--- src/design/sm3_pkg.sv ---
// sm3_pkg: types and constants shared by the sm3 hash engine modules
// no dependencies
package sm3_pkg;

	typedef enum logic [2:0] {
		ST_COLLECT,
		ST_PAD,
		ST_LEN_HI,
		ST_LEN_LO,
		ST_COMPRESS,
		ST_OUTPUT
	} sm3_state_t;

	typedef struct packed {
		logic       load_word;
		logic [1:0] word_sel;
		logic       start_round;
		logic       round_en;
		logic       finish;
		logic       cv_reset;
		logic       out_shift;
		logic       count_clear;
	} sm3_cmd_t;

	typedef struct packed {
		logic       block_full;
		logic [3:0] word_pos;
		logic       round_last;
	} sm3_stat_t;

	localparam logic [1:0] SEL_DATA = 2'd0;
	localparam logic [1:0] SEL_ZERO = 2'd1;
	localparam logic [1:0] SEL_HI   = 2'd2;
	localparam logic [1:0] SEL_LO   = 2'd3;

	localparam logic [31:0] T_LOW  = 32'h79cc4519;
	localparam logic [31:0] T_HIGH = 32'h7a879d8a;
	localparam logic [31:0] PAD_BYTE = 32'h00000080;

	localparam logic [255:0] SM3_IV = {
		32'hb0fb0e4e, 32'he38dee4d, 32'h163138aa, 32'ha96f30bc,
		32'hda8a0600, 32'h172442d7, 32'h4914b2b9, 32'h7380166f
	};

	function automatic logic [31:0] rotl(input logic [31:0] x, input logic [4:0] n);
		logic [63:0] d;
		d = {x, x} << n;
		return d[63:32];
	endfunction

	function automatic logic [31:0] perm0(input logic [31:0] x);
		return x ^ rotl(x, 5'd9) ^ rotl(x, 5'd17);
	endfunction

	function automatic logic [31:0] perm1(input logic [31:0] x);
		return x ^ rotl(x, 5'd15) ^ rotl(x, 5'd23);
	endfunction

endpackage

--- src/design/sm3_hash_engine.sv ---
// sm3_hash_engine: sm3 hash over a stream of 32-bit big-endian words
// depends on sm3_pkg, sm3_ctrl and sm3_datapath
//
// input transfers carry one message word, a byte count and a last flag.
// full words fill a 16-word block; the 16th word starts a compression,
// one round per cycle, during which s_tready is low. the last word is
// padded (0x80, zeros, 64-bit bit length), taking up to two compressions.
// eight digest words then leave on the master side, word 0 first,
// tlast on the eighth; a stalled receiver holds the word and the block.
// after the eighth transfer the chaining value is back at the iv.
// reset clears the counters and loads the iv.
//
module sm3_hash_engine (
	input  logic        clk,
	input  logic        arst_n,
	input  logic        s_tvalid,
	output logic        s_tready,
	input  logic [39:0] s_tdata,  // data_word[31:0], bytes_valid[34:32], zero fill
	input  logic        s_tlast,  // last_word
	output logic        m_tvalid,
	input  logic        m_tready,
	output logic [31:0] m_tdata,  // digest_word[31:0]
	output logic        m_tlast   // digest_last
);
	import sm3_pkg::*;

	sm3_cmd_t    cmd, cmd_c;
	sm3_stat_t   stat;
	logic [1:0]  mode;
	logic [2:0]  nb;
	logic [31:0] word, mask, padw;
	logic [6:0]  bits;

	assign nb = (s_tdata[34:32] > 3'd4) ? 3'd4 : s_tdata[34:32];
	always_comb begin
		unique case (nb)
			3'd0: mask = 32'h00000000;
			3'd1: mask = 32'hff000000;
			3'd2: mask = 32'hffff0000;
			3'd3: mask = 32'hffffff00;
			default: mask = 32'hffffffff;
		endcase
		unique case (nb)
			3'd0: padw = PAD_BYTE << 24;
			3'd1: padw = PAD_BYTE << 16;
			3'd2: padw = PAD_BYTE << 8;
			3'd3: padw = PAD_BYTE;
			default: padw = 32'h0;
		endcase
	end

	always_comb begin
		cmd_c = cmd;
		word  = s_tdata[31:0];
		bits  = '0;
		if (s_tvalid && s_tready) begin
			if (s_tlast) begin
				word = (s_tdata[31:0] & mask) | padw;
				bits = {1'b0, nb, 3'b000};
			end else if (nb != 3'd0) bits = 7'd32;
		end
		if (mode == 2'd1 && !s_tready) begin
			cmd_c.word_sel = SEL_DATA;
			word = PAD_BYTE << 24;
		end
	end

	sm3_ctrl u_ctrl (
		.clk(clk), .arst_n(arst_n),
		.s_tvalid(s_tvalid), .s_tready(s_tready),
		.nbytes(nb), .last_in(s_tlast),
		.m_tvalid(m_tvalid), .m_tready(m_tready), .m_tlast(m_tlast),
		.data_mode(mode), .cmd(cmd), .stat(stat)
	);

	sm3_datapath u_dp (
		.clk(clk), .arst_n(arst_n), .cmd(cmd_c), .stat(stat),
		.in_word(word), .bit_add(bits), .digest_word(m_tdata)
	);
endmodule

--- src/design/sm3_datapath.sv ---
// sm3_datapath: block buffer, bit counter, round logic and chaining value
// depends on sm3_pkg
module sm3_datapath (
	input  logic              clk,
	input  logic              arst_n,
	input  sm3_pkg::sm3_cmd_t cmd,
	output sm3_pkg::sm3_stat_t stat,
	input  logic [31:0]       in_word,
	input  logic [6:0]        bit_add,
	output logic [31:0]       digest_word
);
	import sm3_pkg::*;

	logic [31:0] buf_q [16];
	logic [31:0] win_q [16];
	logic [3:0]  pos_q;
	logic [63:0] count_q;
	logic [5:0]  round_q;
	logic [255:0] cv_q;
	logic [31:0] a_q, b_q, c_q, d_q, e_q, f_q, g_q, h_q;
	logic [31:0] push_w;
	logic [31:0] wj, wj4, tj, a12, ss1, ss2, ff, gg, tt1, tt2, nxt;
	logic [3:0]  r;

	always_comb begin
		unique case (cmd.word_sel)
			SEL_DATA: push_w = in_word;
			SEL_ZERO: push_w = '0;
			SEL_HI:   push_w = count_q[63:32];
			SEL_LO:   push_w = count_q[31:0];
			default:  push_w = '0;
		endcase
	end

	assign r   = round_q[3:0];
	assign wj  = win_q[r];
	assign wj4 = win_q[r + 4'd4];
	assign tj  = (round_q < 6'd16) ? T_LOW : T_HIGH;
	assign a12 = rotl(a_q, 5'd12);
	assign ss1 = rotl(a12 + e_q + rotl(tj, round_q[4:0]), 5'd7);
	assign ss2 = ss1 ^ a12;
	assign ff  = (round_q < 6'd16) ? (a_q ^ b_q ^ c_q)
		: ((a_q & b_q) | (a_q & c_q) | (b_q & c_q));
	assign gg  = (round_q < 6'd16) ? (e_q ^ f_q ^ g_q) : ((e_q & f_q) | (~e_q & g_q));
	assign tt1 = ff + d_q + ss2 + (wj ^ wj4);
	assign tt2 = gg + h_q + ss1 + wj;
	assign nxt = perm1(wj ^ win_q[r + 4'd7] ^ rotl(win_q[r + 4'd13], 5'd15))
		^ rotl(win_q[r + 4'd3], 5'd7) ^ win_q[r + 4'd10];

	assign stat.block_full = (pos_q == 4'd15);
	assign stat.word_pos   = pos_q;
	assign stat.round_last = (round_q == 6'd63);
	assign digest_word     = cv_q[31:0];

	always_ff @(posedge clk) begin
		if (cmd.load_word) buf_q[pos_q] <= push_w;
		if (cmd.start_round) begin
			for (int i = 0; i < 15; i++) win_q[i] <= buf_q[i];
			win_q[15] <= push_w;
			{h_q, g_q, f_q, e_q, d_q, c_q, b_q, a_q} <= cv_q;
		end else if (cmd.round_en) begin
			win_q[r] <= nxt;
			d_q <= c_q; c_q <= rotl(b_q, 5'd9); b_q <= a_q; a_q <= tt1;
			h_q <= g_q; g_q <= rotl(f_q, 5'd19); f_q <= e_q; e_q <= perm0(tt2);
		end
	end

	always_ff @(posedge clk or negedge arst_n) begin
		if (!arst_n) begin
			pos_q   <= '0;
			count_q <= '0;
			round_q <= '0;
			cv_q    <= SM3_IV;
		end else begin
			if (cmd.load_word) pos_q <= pos_q + 4'd1;
			if (cmd.count_clear) count_q <= '0;
			else count_q <= count_q + {57'd0, bit_add};
			if (cmd.start_round) round_q <= '0;
			else if (cmd.round_en) round_q <= round_q + 6'd1;
			if (cmd.cv_reset) cv_q <= SM3_IV;
			else if (cmd.finish)
				cv_q <= cv_q ^ {g_q, rotl(f_q, 5'd19), e_q, perm0(tt2), c_q,
					rotl(b_q, 5'd9), a_q, tt1};
			else if (cmd.out_shift) cv_q <= {cv_q[31:0], cv_q[255:32]};
		end
	end
endmodule

--- src/design/sm3_ctrl.sv ---
// sm3_ctrl: sequencing of word intake, padding, compression and digest output
// depends on sm3_pkg
module sm3_ctrl (
	input  logic               clk,
	input  logic               arst_n,
	input  logic               s_tvalid,
	output logic               s_tready,
	input  logic [2:0]         nbytes,
	input  logic               last_in,
	output logic               m_tvalid,
	input  logic               m_tready,
	output logic               m_tlast,
	output logic [1:0]         data_mode,
	output sm3_pkg::sm3_cmd_t  cmd,
	input  sm3_pkg::sm3_stat_t stat
);
	import sm3_pkg::*;

	sm3_state_t state_q, state_d, ret_q, ret_d;
	logic [2:0] out_cnt_q;
	logic       acc;
	logic       full4;
	logic [1:0] mode_q, mode_d;

	assign acc   = s_tvalid && s_tready;
	assign full4 = (nbytes >= 3'd4);
	assign data_mode = mode_q;

	always_comb begin
		state_d = state_q;
		ret_d   = ret_q;
		mode_d  = mode_q;
		unique case (state_q)
			ST_COLLECT: if (acc) begin
				if (!last_in) begin
					if (nbytes != 3'd0 && stat.block_full) begin
						state_d = ST_COMPRESS; ret_d = ST_COLLECT;
					end
				end else if (full4) begin
					mode_d = 2'd1;
					if (stat.block_full) begin
						state_d = ST_COMPRESS; ret_d = ST_PAD;
					end else state_d = ST_PAD;
				end else begin
					mode_d = 2'd0;
					if (stat.block_full) begin
						state_d = ST_COMPRESS; ret_d = ST_PAD;
					end else state_d = ST_PAD;
				end
			end
			ST_PAD: begin
				if (stat.block_full) begin
					state_d = ST_COMPRESS; ret_d = ST_PAD; mode_d = 2'd0;
				end else if (stat.word_pos == 4'd14 && mode_q == 2'd0) state_d = ST_LEN_HI;
				else mode_d = 2'd0;
			end
			ST_LEN_HI: state_d = ST_LEN_LO;
			ST_LEN_LO: begin state_d = ST_COMPRESS; ret_d = ST_OUTPUT; end
			ST_COMPRESS: if (stat.round_last) state_d = ret_q;
			ST_OUTPUT: if (m_tready && out_cnt_q == 3'd7) state_d = ST_COLLECT;
			default: state_d = ST_COLLECT;
		endcase
	end

	always_comb begin
		cmd = '0;
		s_tready = 1'b0;
		m_tvalid = 1'b0;
		unique case (state_q)
			ST_COLLECT: begin
				s_tready = 1'b1;
				cmd.word_sel = SEL_DATA;
				cmd.load_word = acc && (nbytes != 3'd0 || last_in) && !(last_in && !full4 && 1'b0);
				cmd.start_round = cmd.load_word && stat.block_full;
			end
			ST_PAD: begin
				cmd.word_sel = SEL_ZERO;
				cmd.load_word = !(stat.word_pos == 4'd14 && mode_q == 2'd0);
				cmd.start_round = cmd.load_word && stat.block_full;
			end
			ST_LEN_HI: begin cmd.word_sel = SEL_HI; cmd.load_word = 1'b1; end
			ST_LEN_LO: begin
				cmd.word_sel = SEL_LO; cmd.load_word = 1'b1; cmd.start_round = 1'b1;
			end
			ST_COMPRESS: begin
				cmd.round_en = 1'b1;
				cmd.finish = stat.round_last;
			end
			ST_OUTPUT: begin
				m_tvalid = 1'b1;
				cmd.out_shift = m_tready;
				cmd.cv_reset = m_tready && out_cnt_q == 3'd7;
				cmd.count_clear = cmd.cv_reset;
			end
			default: ;
		endcase
	end

	assign m_tlast = (out_cnt_q == 3'd7);

	always_ff @(posedge clk or negedge arst_n) begin
		if (!arst_n) begin
			state_q   <= ST_COLLECT;
			ret_q     <= ST_COLLECT;
			mode_q    <= 2'd0;
			out_cnt_q <= '0;
		end else begin
			state_q <= state_d;
			ret_q   <= ret_d;
			mode_q  <= mode_d;
			if (state_q == ST_OUTPUT && m_tready) out_cnt_q <= out_cnt_q + 3'd1;
		end
	end
endmodule

--- config.mk ---
export PLATFORM = sky130hd
export DESIGN_NAME = sm3_hash_engine
export DESIGN_NICKNAME = d
export VERILOG_FILES = /design/src/design/sm3_pkg.sv /design/src/design/sm3_hash_engine.sv /design/src/design/sm3_datapath.sv /design/src/design/sm3_ctrl.sv
export SDC_FILE = /design/constraint.sdc
export NUM_CORES = 2
export LEC_CHECK = 0
export BUFFER_PORTS_ARGS = -buffer_cell sky130_fd_sc_hd__clkbuf_2
export CAP_MARGIN = 20
export CORE_ASPECT_RATIO = 0.9
export CORE_UTILIZATION = 62
export CTS_BUF_LIST = sky130_fd_sc_hd__clkbuf_4 sky130_fd_sc_hd__clkbuf_8
export DETAILED_ROUTE_END_ITERATION = 8
export PLACE_DENSITY = 0.75
export SLEW_MARGIN = 30
export SYNTH_ARGS = -nofsm -noshare
export SYNTH_HDL_FRONTEND = slang
export SYNTH_SLANG_ARGS = --single-unit
--- constraint.sdc ---
create_clock -name clk -period 28.4 [get_ports clk]
set_input_delay 5.68 -clock clk [delete_from_list [all_inputs] [get_ports clk]]
set_output_delay 5.68 -clock clk [all_outputs]
set_load 0.01 [all_outputs]
==> results.tsv <==
stage	metric	value	unit
critical_path	critPathMaxFanout	39	
detailed_routing	drt_wl_total	354000	µm
detailed_routing	wl_per_cell	34.9	µm
synth	synth_top_area_cell	edfxtp_1	
sta	min_period	12.67	ns
floorplanning	rows	138	
critical_path	crit_start	u_dp.round_q[2]	
critical_path	cp-end-kind	flip-flop	
synth	ys_top_cells_by_area	edfxtp_1, mux4_2, mux2_2	
detailed_routing	vias	73000	
floorplanning	initial_core_util	0.625	
critical_path	cp-start-kind	flip-flop	
cts	cts_made_buffers	286	
sta	rsz0062_at_grt	no	
layout	layout_common_cells	edfxtp_1, nand2_1, mux4_2	
synth	synth_top_area_frac	0.381	
sta	finalClockSkew	0.101	ns
grt	antenna_found_initial	18	
synth	postSynthCellCount	7908	
sta	finalCritPeriodShare	0.446	
sta	slew_headroom	0.213	
detailed_routing	drtAntennaViolNets	0	
sta	finalHoldViolCount	0	
placed_design	gp_congestion	1.00	
critical_path	reg2reg_to	u_dp.a_q[31]	
grt	grt_pass1_wl	496000	µm
cts	cts.hold.buffers_added	0	
synth	synth_ff_type	edfxtp_1	
synth	syn_area	98400	µm²
run_status	status	completed	
floorplanning	io_pins	80	
synth	synth_fa_ha_area_frac	0.0536	
floorplanning	fp.dieH	380	µm
placed_design	port_buffers	74	
cts	cts.clk_slew.worst_paths	0.06	ns
cts	cts_setup_buffers	0	
sta	fmax	0.0790	GHz
floorplanning	core-area	157000	µm²
synth	synth_compound_area_frac	0.0980	
layout	final_nets	8199	
critical_path	cp-endpoint	u_dp.a_q[31]	
synth	ys_seq_area_frac	0.468	
job	maxCapViolCount	0	
synth	synthXorXnorAreaFrac	0.0542	
critical_path	timing.rr.start	u_dp.round_q[2]	
detailed_routing	firstDrtPassIters	6	
cts	root_buffer	clkbuf_8	
cts	post_cts_resized	0	
synth	syn_nets	8261	
layout	area_delta_synth_final	7.82	%
layout	final_common_cell	edfxtp_1	
detailed_routing	vias_per_cell	7.19	
detailed_routing	drc	0	
critical_path	crit_family	compound AO/OA/AOI/OAI gates	
sta	worst_slew_pin_slew	1.17	ns
critical_path	path_buf_inv	4	
placed_design	placed_cells	9656	
cts	numClockSinks	1585	
synth	async_flop_share	0.213	
layout	layout.cells.non_filler	10200	
synth	avgSynthCellArea	12.4	µm²
critical_path	reg2reg_slack	15.73	ns
layout	drive_above_1_share	0.272	
sta	finalSetupViolCount	0	
grt	gr-total-overflow	0	
synth	synth_top_family_by_area	multiplexers	
grt	track_usage	0.438	
critical_path	rr_worst_depth	36	
floorplanning	die_w	422	µm
floorplanning	dieArea	160000	µm²
cts	cts_tree	built	
critical_path	crit_required	29.19	ns
grt	grt_pass1_vias	68300	
sta	slew_viol_final	0	
synth	synth-simple-area-share	0.0688	
sta	fin_tns_setup	0	ns
cts	clk_path_buf_depth	4	
cts	clk_latency	1.07	ns
detailed_routing	drtIter0Drc	13200	
critical_path	path_depth	36	
critical_path	worst-setup-path-type	flip-flop to flip-flop	
critical_path	cp_slowest_cell	xor2_1	
grt	grt_max_degree	186	
synth	ys_types	92	
synth	yosys_register_bits	1585	
placed_design	place_hpwl	226000	µm
synth	synthMuxAreaShare	0.214	
worst_hold_path	hold_class	flip-flop to flip-flop	
critical_path	max_stage_delay	0.85	ns
critical_path	arrival	13.46	ns
cts	htree_num_levels	5	
synth	synth_edf_count	1248	
synth	yosys_warnings	0	
worst min path at each step:
stage	start	to	depth (start not counted)
after detailed placement	u_ctrl.out_cnt_q[1]	u_ctrl.out_cnt_q[1]	2
after floorplan	u_ctrl.out_cnt_q[1]	u_ctrl.out_cnt_q[1]	2
after global routing	u_ctrl.out_cnt_q[1]	u_ctrl.out_cnt_q[1]	2
after CTS	u_ctrl.out_cnt_q[1]	u_ctrl.out_cnt_q[1]	2
after global placement	u_ctrl.out_cnt_q[0]	u_ctrl.out_cnt_q[0]	1
final	u_ctrl.out_cnt_q[1]	u_ctrl.out_cnt_q[1]	2
cell type report:
| class | count | area (µm²) |
|---|---|---|
| clock buffer | 402 | 5010 |
| multi-input combinational | 5368 | 48800 |
| fill | 11100 | 51200 |
| timing repair buffer | 228 | 1640 |
| sequential | 1585 | 46100 |
| clock inverter | 84 | 533 |
| antenna | 13 | 32.5 |
| tap | 2100 | 2630 |
| inverter | 377 | 1420 |
metrics by stage:
| step | hold slack, ns | util | setup WS [ns] | cell area, µm² |
|---|---|---|---|---|
| 2_1_floorplan | 0.450 | - | 15.13 | 98400 |
| 3_3_place_gp | 0.470 | 0.637 | 16.25 | 100000 |
| 3_5_place_dp | 0.467 | 0.638 | 16.32 | 100000 |
| 4_1_cts | 0.481 | 0.673 | 16.21 | 106000 |
| 5_1_grt | 0.504 | 0.674 | 15.58 | 106000 |
| 6_report | 0.473 | 0.674 | 15.73 | 106000 |
layer usage:
metal | global-route usage | part of all wire | vias to the layer above
li1 | - | - | 29300
met1 | 0.588 | 0.34 | 35900
met2 | 0.582 | 0.40 | 6538
met3 | 0.201 | 0.18 | 1264
met4 | 0.260 | 0.071 | 18
met5 | 0 | 0.00068 | -
worst reg2reg max path, delay by kind of cell (launching register included):
family / cells / cell delay (ns)
AOI/OAI and AO/OA: 18 / 5.26
muxes: 1 / 0.35
adders and majority gates: 6 / 2.57
DFF: 1 / 0.74
buffers and inverters: 4 / 1.50
and+or+nand+nor: 4 / 0.85
xor gates and xnor gates: 3 / 1.23
flip-flops by register name, summed over array words and instances (netlist names):
name / cells
u_dp.win_q: 512
u_dp.buf_q: 480
u_dp.cv_q: 256
u_dp.count_q: 61
u_dp.a_q: 32
u_dp.b_q: 32
u_dp.c_q: 32
u_dp.d_q: 32
u_dp.e_q: 32
u_dp.f_q: 32
u_dp.g_q: 32
u_dp.h_q: 32
u_dp.round_q: 6
u_dp.pos_q: 4
u_ctrl.out_cnt_q: 3
u_ctrl.ret_q: 3
u_ctrl.state_q: 3
u_ctrl.data_mode: 1
kinds of logic after synthesis:
kind of cell / count (synthesis)
flip-flops: 1585
AO/OA/AOI/OAI: 1618
multiplexers: 1255
AND/OR/NAND/NOR: 1672
buffers and inverters: 955
adder cells (fa/ha/maj): 308
XOR/XNOR: 515
cell usage after synthesis (all sizes together) (89+ instances only):
cell type	instances
a31oi	131
fa	189
nand3	89
o21ai	623
buf	240
dfstp	119
nor2	573
a21o	114
clkbuf	338
nand2	861
o211ai	91
xor2	152
a21oi	428
mux4	625
mux2	534
xnor2	360
edfxtp	1248
mux2i	96
inv	376
dfrtp	218
ha	119
Power is left out: the tool's default activity adds up to more than one toggle a clock period on the data nets, which glitch-free logic cannot reach.
